## config.mk

```make
export PLATFORM = sky130hd
export DESIGN_NAME = searchable_fifo_queue_flat
export DESIGN_NICKNAME = d
export VERILOG_FILES = /design/src/hw/rtl/sfq_pkg.sv /design/src/hw/rtl/sfq_ifs.sv /design/src/hw/rtl/sfq_cell.sv /design/src/hw/rtl/searchable_fifo_queue.sv /design/src/flat_wrapper.sv
export SDC_FILE = /design/constraint.sdc
export NUM_CORES = 1
export LEC_CHECK = 0
export BUFFER_PORTS_ARGS = -buffer_cell sky130_fd_sc_hd__buf_2
export CELL_PAD_IN_SITES_DETAIL_PLACEMENT = 0
export CELL_PAD_IN_SITES_GLOBAL_PLACEMENT = 1
export CORE_MARGIN = 2
export CORE_UTILIZATION = 45
export CTS_CLUSTER_DIAMETER = 150
export DETAILED_ROUTE_END_ITERATION = 12
export PLACE_DENSITY = 0.8
export SETUP_SLACK_MARGIN = 0.4
export SLEW_MARGIN = 40
export SYNTH_ARGS = -nofsm -noshare
export SYNTH_HDL_FRONTEND = slang
export SYNTH_HIERARCHICAL = 1
export SYNTH_SLANG_ARGS = --single-unit
```

## constraint.sdc

```tcl
create_clock -name clk -period 5.7 [get_ports clk]
set_clock_uncertainty 0.05 [all_clocks]
set_input_delay 1.14 -clock clk [delete_from_list [all_inputs] [get_ports clk]]
set_output_delay 1.14 -clock clk [all_outputs]
set_load 0.05 [all_outputs]
```

## src/hw/rtl/sfq_pkg.sv

```systemverilog
// Shared types and constants for the searchable FIFO queue.
// Request kinds, status codes, cell operations and cell control struct.
// No dependencies.
`timescale 1ns / 1ps
`default_nettype none

package sfq_pkg;

  localparam int KIND_W   = 3;
  localparam int VALUE_W  = 32;
  localparam int IDX_W    = 4;
  localparam int STATUS_W = 3;
  localparam int OCC_W    = 5;

  typedef enum logic [KIND_W-1:0] {
    KIND_PUSH  = 3'd0,
    KIND_POP   = 3'd1,
    KIND_FRONT = 3'd2,
    KIND_FIND  = 3'd3,
    KIND_SWAP  = 3'd4,
    KIND_AT    = 3'd5,
    KIND_CLEAR = 3'd6
  } kind_t;

  typedef enum logic [STATUS_W-1:0] {
    ST_OK        = 3'd0,
    ST_EMPTY     = 3'd1,
    ST_FULL      = 3'd2,
    ST_NOT_FOUND = 3'd3,
    ST_BAD_INDEX = 3'd4
  } status_t;

  typedef enum logic [1:0] {
    CELL_HOLD  = 2'd0,
    CELL_SHIFT = 2'd1,
    CELL_PUSH  = 2'd2,
    CELL_SWAP  = 2'd3
  } cell_op_t;

  typedef struct packed {
    cell_op_t op;
    logic     sel_a;
    logic     sel_b;
  } cell_ctrl_t;

endpackage

`default_nettype wire

```

## src/hw/rtl/sfq_ifs.sv

```systemverilog
// Valid/ready channel interfaces for queue requests and responses.
// Depends on sfq_pkg for field widths.
`timescale 1ns / 1ps
`default_nettype none

interface sfq_req_if;
  logic                        valid;
  logic                        ready;
  logic [sfq_pkg::KIND_W-1:0]  kind;
  logic [sfq_pkg::VALUE_W-1:0] value;
  logic [sfq_pkg::IDX_W-1:0]   index;

  modport source (output valid, output kind, output value, output index, input ready);
  modport sink   (input valid, input kind, input value, input index, output ready);
endinterface

interface sfq_rsp_if;
  logic                         valid;
  logic                         ready;
  logic [sfq_pkg::STATUS_W-1:0] status;
  logic [sfq_pkg::VALUE_W-1:0]  data;
  logic [sfq_pkg::IDX_W-1:0]    position;
  logic [sfq_pkg::OCC_W-1:0]    occupancy;

  modport source (output valid, output status, output data, output position,
                  output occupancy, input ready);
  modport sink   (input valid, input status, input data, input position,
                  input occupancy, output ready);
endinterface

`default_nettype wire

```

## src/hw/rtl/sfq_cell.sv

```systemverilog
// One storage cell of the queue chain: holds one word, takes a word from its
// upper neighbor on shift, from the push port, or from a neighbor on swap.
// Depends on sfq_pkg.
`timescale 1ns / 1ps
`default_nettype none

module sfq_cell #(
  parameter int DATA_WIDTH = 32
) (
  input  wire logic                   clk,
  input  wire sfq_pkg::cell_ctrl_t    ctrl,
  input  wire logic [DATA_WIDTH-1:0]  push_word,
  input  wire logic [DATA_WIDTH-1:0]  next_word,
  input  wire logic [DATA_WIDTH-1:0]  prev_word,
  output logic      [DATA_WIDTH-1:0]  word
);
  import sfq_pkg::*;

  always_ff @(posedge clk) begin
    case (ctrl.op)
      CELL_SHIFT: word <= next_word;
      CELL_PUSH: begin
        if (ctrl.sel_a) word <= push_word;
      end
      CELL_SWAP: begin
        if (ctrl.sel_a) begin
          word <= next_word;
        end else if (ctrl.sel_b) begin
          word <= prev_word;
        end
      end
      default: ;
    endcase
  end

endmodule

`default_nettype wire

```

## src/hw/rtl/searchable_fifo_queue.sv

```systemverilog
// Channel  Dir  Fields                                   Transaction when
// req      in   kind, value, index                       req.valid && req.ready
// rsp      out  status, data, position, occupancy        rsp.valid && rsp.ready
//
// Push, pop, front, swap, clear, and find/at on an empty queue or bad index: the
// response is registered, valid in the cycle after acceptance. Other find/at requests
// rotate all DEPTH cells past cell 0, where compare and capture happen; ends in place.
// A new request is taken once the previous response is taken or leaves with it.
// Synchronous active-high reset empties the queue; stored words are not cleared.
// Depends on sfq_pkg, sfq_ifs and sfq_cell.
`timescale 1ns / 1ps
`default_nettype none

module searchable_fifo_queue #(
  parameter int DEPTH      = 16,
  parameter int DATA_WIDTH = 32
) (
  input  wire logic  clk,
  input  wire logic  rst,
  sfq_req_if.sink    req,
  sfq_rsp_if.source  rsp
);
  import sfq_pkg::*;

  localparam int CW   = $clog2(DEPTH + 1);
  localparam int PW   = $clog2(DEPTH);
  localparam int CMPW = (CW > IDX_W) ? CW : IDX_W;

  typedef enum logic [1:0] {
    S_IDLE = 2'b01,
    S_SCAN = 2'b10
  } state_t;

  state_t                state;
  logic [CW-1:0]         count;
  logic [PW-1:0]         step;
  logic [PW-1:0]         target;
  logic [PW-1:0]         fpos;
  logic                  found;
  logic                  scan_find;
  logic [DATA_WIDTH-1:0] key;
  logic [DATA_WIDTH-1:0] hit;

  logic                  out_valid;
  status_t               out_status;
  logic [VALUE_W-1:0]    out_data;
  logic [IDX_W-1:0]      out_position;

  logic [DATA_WIDTH-1:0] words [DEPTH];
  cell_ctrl_t            cctl  [DEPTH];

  logic                  take;
  logic [DATA_WIDTH-1:0] key_in;
  logic [CMPW-1:0]       idx_ext;
  logic [CMPW-1:0]       cnt_ext;
  logic                  empty;
  logic                  full;
  logic                  idx_bad;
  logic                  match_now;
  logic                  last_step;
  cell_op_t              cell_op;

  assign req.ready     = (state == S_IDLE) && (!out_valid || rsp.ready);
  assign rsp.valid     = out_valid;
  assign rsp.status    = out_status;
  assign rsp.data      = out_data;
  assign rsp.position  = out_position;
  assign rsp.occupancy = OCC_W'(count);

  always_comb begin
    take      = req.valid && req.ready;
    key_in    = DATA_WIDTH'(req.value);
    idx_ext   = CMPW'(req.index);
    cnt_ext   = CMPW'(count);
    empty     = (count == '0);
    full      = (count == CW'(DEPTH));
    idx_bad   = (idx_ext >= cnt_ext);
    match_now = scan_find && !found && (CW'(step) < count) && (words[0] == key);
    last_step = (step == PW'(DEPTH - 1));
    cell_op   = CELL_HOLD;
    if (state == S_SCAN) begin
      cell_op = CELL_SHIFT;
    end else if (take) begin
      case (req.kind)
        KIND_PUSH: if (!full) cell_op = CELL_PUSH;
        KIND_POP:  if (!empty) cell_op = CELL_SHIFT;
        KIND_SWAP: if (!empty && (idx_ext != '0) && !idx_bad) cell_op = CELL_SWAP;
        default: ;
      endcase
    end
  end

  always_comb begin
    for (int i = 0; i < DEPTH; i++) begin
      cctl[i].op    = cell_op;
      cctl[i].sel_a = (cell_op == CELL_PUSH) ? (count == CW'(i))
                                             : (idx_ext == CMPW'(i + 1));
      cctl[i].sel_b = (idx_ext == CMPW'(i));
    end
  end

  for (genvar g = 0; g < DEPTH; g++) begin : g_cell
    sfq_cell #(
      .DATA_WIDTH (DATA_WIDTH)
    ) u_cell (
      .clk       (clk),
      .ctrl      (cctl[g]),
      .push_word (key_in),
      .next_word (words[(g + 1) % DEPTH]),
      .prev_word (words[(g + DEPTH - 1) % DEPTH]),
      .word      (words[g])
    );
  end

  always_ff @(posedge clk) begin
    if (rst) begin
      state     <= S_IDLE;
      count     <= '0;
      out_valid <= 1'b0;
      step      <= '0;
      found     <= 1'b0;
      scan_find <= 1'b0;
    end else begin
      if (out_valid && rsp.ready) out_valid <= 1'b0;
      unique case (state)
        S_IDLE: begin
          if (take) begin
            out_valid    <= 1'b1;
            out_status   <= ST_OK;
            out_data     <= '0;
            out_position <= '0;
            case (req.kind)
              KIND_PUSH: begin
                if (full) out_status <= ST_FULL;
                else count <= count + CW'(1);
              end
              KIND_POP: begin
                if (empty) begin
                  out_status <= ST_EMPTY;
                end else begin
                  out_data <= VALUE_W'(words[0]);
                  count    <= count - CW'(1);
                end
              end
              KIND_FRONT: begin
                if (empty) out_status <= ST_EMPTY;
                else out_data <= VALUE_W'(words[0]);
              end
              KIND_FIND: begin
                if (empty) begin
                  out_status <= ST_EMPTY;
                end else begin
                  out_valid <= 1'b0;
                  state     <= S_SCAN;
                  scan_find <= 1'b1;
                  key       <= key_in;
                  step      <= '0;
                  found     <= 1'b0;
                end
              end
              KIND_SWAP: begin
                if (empty) out_status <= ST_EMPTY;
                else if ((idx_ext == '0) || idx_bad) out_status <= ST_BAD_INDEX;
              end
              KIND_AT: begin
                if (empty) begin
                  out_status <= ST_EMPTY;
                end else if (idx_bad) begin
                  out_status <= ST_BAD_INDEX;
                end else begin
                  out_valid <= 1'b0;
                  state     <= S_SCAN;
                  scan_find <= 1'b0;
                  target    <= PW'(idx_ext);
                  step      <= '0;
                  found     <= 1'b0;
                end
              end
              KIND_CLEAR: count <= '0;
              default: ;
            endcase
          end
        end
        S_SCAN: begin
          if (match_now) begin
            found <= 1'b1;
            fpos  <= step;
          end
          if (!scan_find && (step == target)) hit <= words[0];
          step <= step + PW'(1);
          if (last_step) begin
            state        <= S_IDLE;
            out_valid    <= 1'b1;
            out_status   <= ST_OK;
            out_data     <= '0;
            out_position <= '0;
            if (scan_find) begin
              if (found) begin
                out_position <= IDX_W'(fpos);
              end else if (match_now) begin
                out_position <= IDX_W'(step);
              end else begin
                out_status <= ST_NOT_FOUND;
              end
            end else begin
              out_data <= VALUE_W'((step == target) ? words[0] : hit);
            end
          end
        end
        default: state <= S_IDLE;
      endcase
    end
  end

endmodule

`default_nettype wire
```

## src/flat_wrapper.sv

```systemverilog
// flat-port wrapper written by rule: the top's interface ports become plain ports
module searchable_fifo_queue_flat import sfq_pkg::*;
#(
  parameter int DEPTH      = 16,
  parameter int DATA_WIDTH = 32
)
  (clk, rst, req_valid, req_kind, req_value, req_index, req_ready, rsp_valid, rsp_status, rsp_data, rsp_position, rsp_occupancy, rsp_ready);
  sfq_req_if req_i ();
  sfq_rsp_if rsp_i ();
  input  wire logic clk;
  input  wire logic rst;
  input wire logic [$bits(req_i.valid)-1:0] req_valid;
  input wire logic [$bits(req_i.kind)-1:0] req_kind;
  input wire logic [$bits(req_i.value)-1:0] req_value;
  input wire logic [$bits(req_i.index)-1:0] req_index;
  output wire logic [$bits(req_i.ready)-1:0] req_ready;
  output wire logic [$bits(rsp_i.valid)-1:0] rsp_valid;
  output wire logic [$bits(rsp_i.status)-1:0] rsp_status;
  output wire logic [$bits(rsp_i.data)-1:0] rsp_data;
  output wire logic [$bits(rsp_i.position)-1:0] rsp_position;
  output wire logic [$bits(rsp_i.occupancy)-1:0] rsp_occupancy;
  input wire logic [$bits(rsp_i.ready)-1:0] rsp_ready;
  assign req_i.valid = req_valid;
  assign req_i.kind = req_kind;
  assign req_i.value = req_value;
  assign req_i.index = req_index;
  assign req_ready = req_i.ready;
  assign rsp_valid = rsp_i.valid;
  assign rsp_status = rsp_i.status;
  assign rsp_data = rsp_i.data;
  assign rsp_position = rsp_i.position;
  assign rsp_occupancy = rsp_i.occupancy;
  assign rsp_i.ready = rsp_ready;
  searchable_fifo_queue #(.DEPTH(DEPTH), .DATA_WIDTH(DATA_WIDTH)) u_core (.clk(clk), .rst(rst), .req(req_i), .rsp(rsp_i));
endmodule
```

==> results list <==
* Result of the run: completed
* Synthesis-to-finish area growth: 7.03%
- Counting cells, the worst reg-to-reg path comes to 12.
- The count of pins over their slew limit is 0.
* Count of input and output buffers: 88
- Post-layout instance count excluding filler cells: 4039
- Summed over all layers, the global routing overflow is 0.
- Sum of negative setup slack: 0 ns
- Share of post-route cells with drive strength above 1: 45.7%
- Category of the worst setup path launch point: register
- Worst-case clock buffer depth: 3
- At the worst endpoint, the arrival time is 4.74 ns.
* Post-DP HPWL: 76500 um
- The clock network accounts for 42.5% of the total power.
* Starting density of the core: 45.4%
- The clock tree synthesis step divided the H-tree into 3 levels.
- For the pin with the worst max-slew slack, the measured transition is 1.01 ns.
* Clock tree from TritonCTS: done
- Sinks on Clock Net: 637
- The tree is rooted in a clkbuf_16.
- The die covers 0.0881 mm^2.
- The number of global-route vias before repair is 28900.
* Number of cells produced by synthesis: 2905
- In this run the count of I/O pins placed on the die edge is 89.
* Pin count of the biggest net entering global routing: 117
- Antenna violations before repair: 4
- IR analysis of the VDD net gives a maximum drop of 204 uV.
- The critical path is of the register to register type.
* Required time of the critical path: 6.00 ns
* Worst min-delay path category: register to register
- Register clock-pin slew on the reported worst setup and hold paths: 0.06 ns
- For this run, design rule violations remaining after detail routing come to 0.
- Most frequent standard cell in the layout excluding fill and tap cells: edfxtp_1
* Comb power frac: 10.7%
* Switch share: 25.9%
* NumNets Final: 2895
* Worst rel slew slack: 31.9%
- In this run the biggest area consumer among cell types represents 48.5% of the synthesized area.
- The startpoint identified for the worst register-to-register timing path is u_core/rsp.occupancy[2]$_SDFFE_PP0P_.
* Largest fanout on the critical path: 42
- The detailed router finished its first iteration with 3988 violations.
* Relative contribution of sequential cells to total power: 46.7%
- Static timing analysis puts the maximum clock frequency at 225 MHz.
- In the synthesized netlist the dominant register cell turns out to be edfxtp_1.
- The first global-routing pass estimated 194000 um of wire.
* Clock latency reported for the late side of the worst-skew pair: 0.65 ns
- Yosys mapped a number of flops with a built-in enable equal to 623.
- Dividing total power by cell area gives a power density of 275 mW/mm^2.
- In this run, synthesis produced a sequential element count of 637.
* Number of library cell types mapped by synthesis: 70
- Setup violations remaining at the end of the flow were counted as 0.
- TritonCTS Buffers: 70
- Setup repair after global routing left no endpoint under its margin.
* Kind of end point of the critical path: register
* YS warnings: 6
* Count of cells along the worst hold path: 1
- Cell internal power was estimated by the tool at 0.00841 W.
- Detailed-route vias per instance: 7.32
* Post-detailed-route count of antenna-violating nets: 0
* Largest area contributor in the synthesized netlist: edfxtp_1
* Post-synthesis instance area: 0.0386 mm^2
- Routed vias: 29600
- Each instance of the synthesized netlist takes up on average 13.3 um^2.
* Total Wirelength: 134000 um
* Final worst path period need: 4.44 ns
- DIE HEIGHT: 297 um
- Total global routing track utilization: 29.0%
* Cells along the critical path: inv_1 -> ha_1 -> o21a_1 -> o21ai_0 -> nor2_1 -> o32a_1 -> nor2_4 -> buf_12 -> buf_12 -> nand2b_4 -> o22ai_1 -> a21oi_2
- Number of hold-slack violations in the final timing report: 0
- The final critical path takes up 77.9% of the cycle.
- The largest single stage delay on the critical path is 0.72 ns.
* Number of buffers inserted by hold repair at cts: 0
- The critical path starts at u_core/rsp.occupancy[2]$_SDFFE_PP0P_.
- Post-cts repair resize count: 0
- The die is 297 um wide.
* Placed instance count: 3908
* Max-cap violations: 0
- Share of synthesized flip-flops with an asynchronous set or reset: 0%
- Number of iterations in the first detailed-routing pass: 6
- In the layout the commonest cells are edfxtp_1 (623), o22ai_1 (551), o22ai_2 (480), a21oi_2 (480), buf_2 (88).
* Most used cell along the critical path: buf_12
- Launch point of the worst hold path: u_core/state[1]$_SDFFE_PP0P_
* P_sw: 0.00294 W
- After synthesis, the cell types taking the most area are edfxtp_1 (48%), o22ai_2 (16%), a21oi_2 (11%).
* RePlAce Congestion: 0.875
* Row Count: 107
- Critical path's slowest cell: dfxtp_1
* Proportion of synthesized chip area in sequential cells: 49.2%
- Worst Hold Slack: 0.463 ns
- Once layout is complete, the utilization of the core stands at 48.6%.
- Core area: 0.0850 mm^2
* Post-CTS Setup Repair Bufs: 0
- The number of nets handed over by synthesis was 2964.
- Detailed-route wire length per cell: 33.1 um
- Pleak: 12.1 nW
==> flip-flops by register name, summed over array words and instances, names as in the netlist <==
| signal | count |
|---|---|
| u_core/target | 4 |
| u_core/g_cell.u_cell/word | 512 |
| u_core/key | 32 |
| u_core/rsp.position | 4 |
| u_core/step | 4 |
| u_core/rsp.status | 3 |
| u_core/hit | 32 |
| u_core/state | 2 |
| u_core/rsp.occupancy | 5 |
| u_core/scan_find | 1 |
| u_core/fpos | 4 |
| u_core/found | 1 |
| u_core/rsp.data | 32 |
| u_core/rsp.valid | 1 |
==> cell usage after synthesis, drive strengths merged (2+ instances only) <==
library cell,n
clkbuf,24
xor2,4
nor2b,6
nand2,20
a31oi,2
o22ai,1031
nor4b,4
a21o,2
nor4,7
dfxtp,14
buf,279
a21oi,522
mux2i,3
edfxtp,623
nor3b,4
o211ai,3
or4,2
xnor2,33
o2111ai,4
nand3,26
and3,3
o21a,3
o21ai,47
and2,2
nor2,22
nor3,14
nand2b,42
o31ai,12
a22o,32
a31o,2
nand3b,3
a2111oi,2
o41ai,7
ha,16
nand4,18
mux2,2
inv,47
==> kinds of logic (layout without fill, tap and decap cells) <==
kind of cell             Yosys count  in the layout  share of synthesized area [%]
multiplexers                       5              5                          0.136
XOR/XNOR                          37             37                          0.840
AO/OA/AOI/OAI                   1681           1681                           38.4
other                              0              3                              0
AND/OR/NAND/NOR                  179            179                           3.25
buffers and inverters            350            337                           7.62
adder cells (fa/ha/maj)           16             16                          0.519
flip-flops                       637            637                           49.2
==> power groups by stage <==
stage                     sequential (W)  clock [W]  combinational [W]
after detailed placement         0.00540          0            0.00118
final                            0.00530    0.00483            0.00122
after CTS                        0.00530    0.00486            0.00118
after global placement           0.00539          0            0.00115
after floorplan                  0.00544          0           0.000812
after global routing             0.00531    0.00502            0.00126
==> worst max-delay path, delay by kind of cell, from the launching register on <==
family          cells  cell delay (ns)
flops               1             0.72
compound gates      5             1.38
simple gates        3             0.73
fa+ha+maj           1             0.35
buf+inv             3             0.86
==> through the flow <==
stage	setup slack (ns)	area (um^2)	power, W
final	1.26	41300	0.0113
after global routing	1.07	41300	0.0116
after global placement	0.801	38800	0.00654
after floorplan	0.566	38600	0.00625
after CTS	1.36	41300	0.0113
after detailed placement	0.775	38900	0.00658
==> cell type report <==
type | instances | area [um^2]
Fill cell | 7261 | 43700
Sequential cell | 637 | 19000
Multi-Input combinational cell | 1918 | 16900
Clock buffer | 81 | 1850
Tap cell | 1144 | 1430
Timing Repair Buffer | 162 | 1380
Clock inverter | 47 | 556
Inverter | 47 | 191
Antenna cell | 3 | 7.51
==> per-layer routing <==
metal,global-route usage (%),wire length (um)
met1,38.9,50900
met2,43.3,58600
met3,6.99,16900
met4,15.9,7150
met5,0,13
==> final timing paths <==
check	end	slack, ns
hold reg to reg	u_core/state[1]$_SDFFE_PP0P_	0.46
setup reg to reg	u_core/g_cell[15].u_cell/word[18]$_DFFE_PP_	1.26
hold / removal	u_core/state[1]$_SDFFE_PP0P_	0.46
setup / recovery	u_core/g_cell[15].u_cell/word[18]$_DFFE_PP_	1.26
No activity file was read; power rests on OpenSTA's default activity.
